===== src/rtl/kemd_pkg.sv =====
// Keyboard event modifier decoder: shared types and constants.
// Used by the decode logic and the core top level.
`default_nettype none

package kemd_pkg;

   // Event kind bytes
   localparam logic [7:0] KIND_NONE    = 8'h00;
   localparam logic [7:0] KIND_PRESS   = 8'h01;
   localparam logic [7:0] KIND_RELEASE = 8'h03;

   // Modifier and special key codes
   localparam logic [7:0] KEY_NONE  = 8'h00;
   localparam logic [7:0] KEY_ALT   = 8'hA1;
   localparam logic [7:0] KEY_SHL   = 8'hA2;
   localparam logic [7:0] KEY_SHR   = 8'hA3;
   localparam logic [7:0] KEY_CTRL  = 8'hA5;
   localparam logic [7:0] KEY_CTRL2 = 8'h7E;
   localparam logic [7:0] KEY_CAPS  = 8'hC1;

   // ASCII letters used by the hotkeys and case folding
   localparam logic [7:0] CHAR_UP_A = 8'h41;
   localparam logic [7:0] CHAR_UP_Z = 8'h5A;
   localparam logic [7:0] CHAR_LO_A = 8'h61;
   localparam logic [7:0] CHAR_LO_Z = 8'h7A;
   localparam logic [7:0] CHAR_UP_P = 8'h50;
   localparam logic [7:0] CHAR_LO_P = 8'h70;
   localparam logic [7:0] CHAR_UP_S = 8'h53;
   localparam logic [7:0] CHAR_LO_S = 8'h73;
   localparam logic [7:0] CASE_DIFF = 8'h20;

   // Configuration register file
   localparam int CSR_INDEX_W = 2;
   localparam int CSR_DATA_W  = 8;

   typedef enum logic [CSR_INDEX_W-1:0] {
      CSR_POWER_KEY  = 2'd0,
      CSR_SLEEP_CODE = 2'd1,
      CSR_SHOT_CODE  = 2'd2
   } csr_index_type;

   localparam logic [7:0] POWER_KEY_RESET  = 8'd145;
   localparam logic [7:0] SLEEP_CODE_RESET = 8'd240;
   localparam logic [7:0] SHOT_CODE_RESET  = 8'd241;

   typedef struct packed {
      logic [7:0] power_key_code;
      logic [7:0] sleep_hotkey_code;
      logic [7:0] screenshot_hotkey_code;
   } cfg_type;

   typedef struct packed {
      logic [7:0] event_kind;
      logic [7:0] key_code;
   } item_type;

   typedef struct packed {
      logic       char_valid;
      logic [7:0] char_code;
   } result_type;

   // Modifier state
   typedef struct packed {
      logic ctrl_down;
      logic left_shift_down;
      logic right_shift_down;
      logic alt_down;
      logic caps_on;
   } flags_type;

endpackage

`default_nettype wire


===== src/rtl/kemd_if.sv =====
// Valid/ready channel interfaces for key events and decoded characters.
// Depends on nothing else in the project.
`default_nettype none

interface kemd_req_if;
   logic       valid;
   logic       ready;
   logic [7:0] event_kind;
   logic [7:0] key_code;

   modport source (output valid, output event_kind, output key_code, input ready);
   modport sink   (input valid, input event_kind, input key_code, output ready);
endinterface

interface kemd_rsp_if;
   logic       valid;
   logic       ready;
   logic       char_valid;
   logic [7:0] char_code;

   modport source (output valid, output char_valid, output char_code, input ready);
   modport sink   (input valid, input char_valid, input char_code, output ready);
endinterface

`default_nettype wire


===== src/rtl/kemd_decode.sv =====
// Combinational event decode: modifier tracking, hotkeys, case and ctrl mapping.
// Depends on kemd_pkg.
`default_nettype none

module kemd_decode
   import kemd_pkg::*;
(
   input  item_type   item,
   input  flags_type  flags,
   input  cfg_type    cfg,
   output flags_type  flags_next,
   output result_type result
);

   logic       pressed;
   logic       released;
   logic       is_hot_p;
   logic       is_hot_s;
   logic       upper;
   logic       is_up;
   logic       is_lo;
   logic [7:0] folded;
   logic [7:0] c;

   assign c        = item.key_code;
   assign pressed  = (item.event_kind == KIND_PRESS);
   assign released = (item.event_kind == KIND_RELEASE);
   assign is_hot_p = flags.alt_down && ((c == CHAR_UP_P) || (c == CHAR_LO_P));
   assign is_hot_s = flags.alt_down && ((c == CHAR_UP_S) || (c == CHAR_LO_S));
   assign upper    = flags.caps_on ^ (flags.left_shift_down | flags.right_shift_down);
   assign is_up    = (c >= CHAR_UP_A) && (c <= CHAR_UP_Z);
   assign is_lo    = (c >= CHAR_LO_A) && (c <= CHAR_LO_Z);

   // Case folding, then ctrl maps any letter to 1..26 (its low five bits)
   always_comb begin
      folded = c;
      if (upper && is_lo) begin
         folded = c - CASE_DIFF;
      end else if (!upper && is_up) begin
         folded = c + CASE_DIFF;
      end
      if (flags.ctrl_down && (is_up || is_lo)) begin
         folded = {3'b000, c[4:0]};
      end
   end

   // Priority decode of the event
   always_comb begin
      flags_next        = flags;
      result.char_valid = 1'b0;
      result.char_code  = 8'h00;
      if ((item.event_kind == KIND_NONE) || (c == KEY_NONE)) begin
         // empty event: nothing changes
      end else if ((c == KEY_CTRL) || (c == KEY_CTRL2)) begin
         if (pressed || released) flags_next.ctrl_down = pressed;
      end else if (c == KEY_SHL) begin
         if (pressed || released) flags_next.left_shift_down = pressed;
      end else if (c == KEY_SHR) begin
         if (pressed || released) flags_next.right_shift_down = pressed;
      end else if (c == KEY_ALT) begin
         if (pressed || released) flags_next.alt_down = pressed;
      end else if (c == KEY_CAPS) begin
         if (pressed) begin
            flags_next.caps_on = !flags.caps_on;
            result.char_valid  = 1'b1;
            result.char_code   = KEY_CAPS;
         end
      end else if (pressed) begin
         result.char_valid = 1'b1;
         if ((c == cfg.power_key_code) || is_hot_p) begin
            result.char_code = cfg.sleep_hotkey_code;
         end else if (is_hot_s) begin
            result.char_code = cfg.screenshot_hotkey_code;
         end else begin
            result.char_code = folded;
         end
      end
   end

endmodule

`default_nettype wire


===== src/rtl/keyboard_event_modifier_decoder_core.sv =====
// Keyboard event modifier decoder core.
// An accepted event passes the input register, then the result register, before its result shows on rsp.
// Throughput: one event per cycle while rsp does not stall; the decode between the two registers is a single pass.
// Reset (synchronous, active high) clears all modifier flags, empties both stages and
// restores the configuration registers to power key 145, sleep code 240, screenshot code 241.
`default_nettype none

module keyboard_event_modifier_decoder_core
   import kemd_pkg::*;
(
   input  wire logic                   clock,
   input  wire logic                   reset,
   kemd_req_if.sink                    req,
   kemd_rsp_if.source                  rsp,
   input  wire logic                   csr_we,
   input  wire logic [CSR_INDEX_W-1:0] csr_index,
   input  wire logic [CSR_DATA_W-1:0]  csr_wdata
);

   logic       s1_valid_ff, s1_valid_in;
   item_type   s1_item_ff;
   logic       rsp_valid_ff, rsp_valid_in;
   result_type rsp_ff;
   flags_type  flags_ff;
   flags_type  flags_in;
   cfg_type    cfg_ff;
   result_type dec_result;
   logic       advance;
   logic       req_take;
   logic       s1_move;

   // Handshake: input stage drains whenever the result register is free or taken
   assign advance      = !rsp_valid_ff || rsp.ready;
   assign req.ready    = !s1_valid_ff || advance;
   assign req_take     = req.valid && req.ready;
   assign s1_move      = s1_valid_ff && advance;
   assign s1_valid_in  = req_take || (s1_valid_ff && !advance);
   assign rsp_valid_in = advance ? s1_valid_ff : rsp_valid_ff;

   assign rsp.valid      = rsp_valid_ff;
   assign rsp.char_valid = rsp_ff.char_valid;
   assign rsp.char_code  = rsp_ff.char_code;

   kemd_decode u_decode (
      .item       (s1_item_ff),
      .flags      (flags_ff),
      .cfg        (cfg_ff),
      .flags_next (flags_in),
      .result     (dec_result)
   );

   // Control state and modifier flags
   always_ff @(posedge clock) begin
      if (reset) begin
         s1_valid_ff  <= 1'b0;
         rsp_valid_ff <= 1'b0;
         flags_ff     <= '0;
      end else begin
         s1_valid_ff  <= s1_valid_in;
         rsp_valid_ff <= rsp_valid_in;
         if (s1_move) flags_ff <= flags_in;
      end
   end

   // Payload registers
   always_ff @(posedge clock) begin
      if (req_take) begin
         s1_item_ff.event_kind <= req.event_kind;
         s1_item_ff.key_code   <= req.key_code;
      end
      if (s1_move) rsp_ff <= dec_result;
   end

   // Configuration registers
   always_ff @(posedge clock) begin
      if (reset) begin
         cfg_ff.power_key_code         <= POWER_KEY_RESET;
         cfg_ff.sleep_hotkey_code      <= SLEEP_CODE_RESET;
         cfg_ff.screenshot_hotkey_code <= SHOT_CODE_RESET;
      end else if (csr_we) begin
         case (csr_index)
            CSR_POWER_KEY: begin
               cfg_ff.power_key_code <= csr_wdata;
            end
            CSR_SLEEP_CODE: begin
               cfg_ff.sleep_hotkey_code <= csr_wdata;
            end
            CSR_SHOT_CODE: begin
               cfg_ff.screenshot_hotkey_code <= csr_wdata;
            end
            default: begin
            end
         endcase
      end
   end

`ifndef SYNTH
   // A result without a character carries a zero code
   a_code_zero: assert property (@(posedge clock) disable iff (reset)
      (rsp_valid_ff && !rsp_ff.char_valid) |-> (rsp_ff.char_code == 8'h00))
      else $error("no-character result with nonzero code");

   // Flags only move when a transaction passes into the result register
   a_flags_hold: assert property (@(posedge clock) disable iff (reset)
      !s1_move |=> $stable(flags_ff))
      else $error("modifier flags changed without a transaction");

   // A caps toggle always reports the caps code
   a_caps_report: assert property (@(posedge clock) disable iff (reset)
      (!$past(reset) && (flags_ff.caps_on != $past(flags_ff.caps_on)))
         |-> (rsp_valid_ff && rsp_ff.char_valid && (rsp_ff.char_code == KEY_CAPS)))
      else $error("caps toggled without caps result");
`endif

endmodule

`default_nettype wire


===== src/flat_wrapper.sv =====
// flat-port wrapper written by rule: the top's interface ports become plain ports
module keyboard_event_modifier_decoder_core_flat import kemd_pkg::*;
  (clock, reset, csr_we, csr_index, csr_wdata, req_valid, req_event_kind, req_key_code, req_ready, rsp_valid, rsp_char_valid, rsp_char_code, rsp_ready);
  kemd_req_if req_i ();
  kemd_rsp_if rsp_i ();
  input  wire logic clock;
  input  wire logic reset;
  input  wire logic csr_we;
  input  wire logic [CSR_INDEX_W-1:0] csr_index;
  input  wire logic [CSR_DATA_W-1:0] csr_wdata;
  input wire logic [$bits(req_i.valid)-1:0] req_valid;
  input wire logic [$bits(req_i.event_kind)-1:0] req_event_kind;
  input wire logic [$bits(req_i.key_code)-1:0] req_key_code;
  output wire logic [$bits(req_i.ready)-1:0] req_ready;
  output wire logic [$bits(rsp_i.valid)-1:0] rsp_valid;
  output wire logic [$bits(rsp_i.char_valid)-1:0] rsp_char_valid;
  output wire logic [$bits(rsp_i.char_code)-1:0] rsp_char_code;
  input wire logic [$bits(rsp_i.ready)-1:0] rsp_ready;
  assign req_i.valid = req_valid;
  assign req_i.event_kind = req_event_kind;
  assign req_i.key_code = req_key_code;
  assign req_ready = req_i.ready;
  assign rsp_valid = rsp_i.valid;
  assign rsp_char_valid = rsp_i.char_valid;
  assign rsp_char_code = rsp_i.char_code;
  assign rsp_i.ready = rsp_ready;
  keyboard_event_modifier_decoder_core u_core (.clock(clock), .reset(reset), .req(req_i), .rsp(rsp_i), .csr_we(csr_we), .csr_index(csr_index), .csr_wdata(csr_wdata));
endmodule

===== config.mk =====
export PLATFORM = sky130hd
export DESIGN_NAME = keyboard_event_modifier_decoder_core_flat
export DESIGN_NICKNAME = d
export VERILOG_FILES = /design/src/rtl/kemd_pkg.sv /design/src/rtl/kemd_if.sv /design/src/rtl/kemd_decode.sv /design/src/rtl/keyboard_event_modifier_decoder_core.sv /design/src/flat_wrapper.sv
export SDC_FILE = /design/constraint.sdc
export NUM_CORES = 1
export LEC_CHECK = 0
export ABC_CLOCK_PERIOD_IN_PS = 2400
export BUFFER_PORTS_ARGS = -buffer_cell sky130_fd_sc_hd__buf_2
export CORE_ASPECT_RATIO = 1.4
export CORE_UTILIZATION = 56
export CTS_CLUSTER_SIZE = 24
export DETAILED_ROUTE_END_ITERATION = 8
export PLACE_DENSITY_LB_ADDON = 0.25
export SLEW_MARGIN = 20
export SYNTH_ARGS = -nofsm -noshare
export SYNTH_HDL_FRONTEND = slang
export SYNTH_HIERARCHICAL = 1
export SYNTH_SLANG_ARGS = --single-unit

===== constraint.sdc =====
create_clock -name clock -period 2.4 [get_ports clock]
set_clock_uncertainty 0.05 [all_clocks]
set_input_delay 0.48 -clock clock [delete_from_list [all_inputs] [get_ports clock]]
set_output_delay 0.48 -clock clock [all_outputs]
set_load 0.05 [all_outputs]

==> out/metrics.cfg <==
[run_status]
status = complete, no violations

[grt]
grt_pass1_wl_mm = 9.218
grtUsageMet2_pct = 40.76
grt_pass1_vias = 2000
grt-ovfl-total = 0
grt.busiest_layer = met2
grt_util_all_layers_pct = 23.89
gr-usage-met3_pct = 4.006
use_met1_pct = 28.86
grt_max_degree = 42
antenna_found_initial = 0

[floorplan]
die_x_um = 61.00
num_io_pins = 42
die_area_mm2 = 0.005160
start_util_pct = 59.22
placementRows = 29
die_h_um = 84.60
core_mm2 = 0.004608

[clock_tree]
cts_setup_buffers = 0
path_clk_slew_ps = 90
clockBufferDepth = 2
h-tree-depth = 2
insertion_delay_ps = 300
cts_resized = 0
root_buffer = clkbuf_8
hold_buffers = 0
cts_buffers = 5
cts_num_sinks = 56
tritoncts = done

[synth]
synth_top_area_share_pct = 27.51
synth.avg_cell_area_um2 = 10.30
yosysTopAreaCell = edfxtp_1
syn-num-nets = 298
yosys_warnings = 6
synth_area_leaders = edfxtp_1 (28%), dfxtp_1 (23%), mux2i_1 (6.2%)
yosys.cell_types.count = 52
seq_area_frac_synth_pct = 50.25
synth-main-ff-cell = dfxtp_1
synthCells = 265
async_reset_ff_share_pct = 0
syn_area_mm2 = 0.002729
synth-edff-count = 25
synth_seq_cells = 56

[worst_setup_path]
critical_path.cell_chain = nor2b_1 -> nand3_1 -> or4_1 -> o211a_1 -> o31a_1
r2r-start = u_core/s1_item_ff[6]$_DFFE_PP_
rr_worst_depth = 5
crit_path_end_kind = register
required_ps = 2410
crit_path_max_incr_delay_ps = 500
crit_type = register to register
crit_start = u_core/s1_item_ff[6]$_DFFE_PP_
timing.rr.end = u_core/rsp.char_code[0]$_DFFE_PP_
cp.arrival_ps = 2270
crit_fanout = 6
rrSetupSlack_ps = 140
slowest_stage = or4_1
startpoint_type = register

[final_layout]
areaGrowthSynthToFinish_pct = 12.52
final_cell_area_mm2 = 0.003070
n_fill_cell = 391
finalNetCount = 339
antenna_cells = 0
ff_latch_area_mm2 = 0.001371
multi_input_area_mm2 = 0.001222
drive_above_1_share_pct = 23.45

[sta]
hold_viol_final = 0
holdWs_ps = 292.9
fmax_ghz = 0.4434
grt_setup_unrepaired = no
drv_slew = 0
setup_violations = 0
finalCritPeriodShare_pct = 93.97
finalSetupTns_ps = 0
slew_headroom_pct = 57.24
layout_min_cycle_time_ps = 2255
tightest_slew_ps = 641.3

[routing]
drc = 0
vias = 2103
vias_per_cell = 5.699
ant_nets = 0
drtPass1Iterations = 4
drt-initial-drc-count = 120
wl_per_cell_um = 14.98
routed_wl_mm = 5.529

[placed_design]
hpwl_mm = 4.116
placed_cell_area_mm2 = 0.002985
place.port_buffers = 41
place.gp.congestion = 0.9422

[worst_hold_path]
min_to = u_core/s1_item_ff[15]$_DFFE_PP_
worst_hold_startpoint = req_event_kind[7]
min_path_type = input pin to register
whs_path_depth = 1

[pwr]
ir_drop_uv = 596.0
cellPowerDensity_mw_per_mm2 = 575.0
power_leakage_uw = 0.001148

[job]
maxCapViolCount = 0

==> layout make-up <==
| cell class | instances | area share (%) |
|---|---|---|
| repair buffers | 53 | 9.617 |
| inverters | 5 | 0.6112 |
| flip-flops and latches | 56 | 44.66 |
| clock buffers | 7 | 2.486 |
| multi-input cells | 185 | 39.81 |
| clock inverters | 1 | 0.2852 |
| well taps | 62 | 2.526 |
==> worst max path at each step <==
stage                                         to  slack, ps
6_report       u_core/rsp.char_code[0]$_DFFE_PP_        140
2_1_floorplan  u_core/rsp.char_code[6]$_DFFE_PP_        310
5_1_grt        u_core/rsp.char_code[6]$_DFFE_PP_         20
3_5_place_dp   u_core/rsp.char_code[0]$_DFFE_PP_        220
4_1_cts        u_core/rsp.char_code[0]$_DFFE_PP_        190
3_3_place_gp   u_core/rsp.char_code[0]$_DFFE_PP_        240
==> cells by family (layout without fill, tap and decap cells) <==
logic type / count (synthesis) / after routing / synth area share, %
AO/OA/AOI/OAI: 50 / 50 / 12.20
buffers and inverters: 24 / 66 / 4.952
multiplexers: 17 / 17 / 6.236
AND/OR/NAND/NOR: 106 / 106 / 22.24
XOR/XNOR: 10 / 10 / 3.210
adder cells (fa/ha/maj): 2 / 2 / 0.9169
flip-flops: 56 / 56 / 50.25
==> critical path: cells and delay by family (launching register included) <==
family	cells	cell delay (ps)
AO/OA/AOI/OAI	2	470
flip-flops	1	470
AND/OR/NAND/NOR	3	1030
==> metrics by stage <==
stage	setup WS [ps]	std cells	power, µW	utilization [%]
after floorplan	313.3	265	1220	-
after global placement	237.3	361	1281	64.78
after detailed placement	216.0	361	1283	64.78
after CTS	188.9	369	1784	66.63
after global routing	22.34	369	1834	66.63
final	144.6	369	1765	66.63
==> cell usage in the layout (no fill, tap or decap), types with 2 or more instances in the layout <==
master / instances
a211oi_2: 3
a21oi_1: 21
buf_2: 41
buf_4: 12
clkbuf_1: 2
clkbuf_8: 5
dfxtp_1: 31
edfxtp_1: 25
ha_1: 2
inv_1: 5
mux2i_1: 17
nand2_1: 12
nand2b_1: 14
nand3_1: 3
nand4_1: 4
nor2_1: 32
nor2b_1: 5
nor3_1: 15
nor3b_1: 2
nor4_1: 3
nor4_4: 2
o211ai_1: 2
o21ai_0: 6
o31ai_1: 5
or4_1: 3
xnor2_1: 2
xor2_1: 8
==> synthesized netlist by cell type, types with 2 or more instances <==
cell,instances
a211oi_2,3
nor4_1,3
inv_1,5
mux2i_1,17
clkbuf_1,4
buf_6,4
nor3_1,15
a21oi_1,21
dfxtp_1,31
xnor2_1,2
o31ai_1,5
nand2_1,12
nor3b_1,2
buf_2,9
nand2b_1,14
or4_1,3
o21ai_0,6
xor2_1,8
nand3_1,3
edfxtp_1,25
nor2b_1,5
o211ai_1,2
nor2_1,32
nand4_1,4
nor4_4,2
ha_1,2
==> power breakdown <==
group	internal [µW]	total (µW)	switching, µW	leakage (µW)
combinational	74.0	196	122	0.000617
clock	211	504	292	0.0000428
sequential	1040	1070	30.2	0.000488
total	1320	1770	444	0.00115
==> registers in the layout, summed over array words and instances, names as in the netlist <==
name                   count
u_core/flags_ff            5
u_core/s1_item_ff         16
u_core/cfg_ff             24
u_core/rsp.char_valid      1
u_core/rsp.valid           1
u_core/rsp.char_code       8
u_core/s1_valid_ff         1
==> metal layers <==
layer	vias up	share of wire, %	routed length (µm)
li1	1039	-	-
met1	959	40	2211
met2	88	52	2873
met3	17	5.1	281
met4	0	2.9	163
met5	-	0	0
No activity file was read; power rests on OpenSTA's default activity.
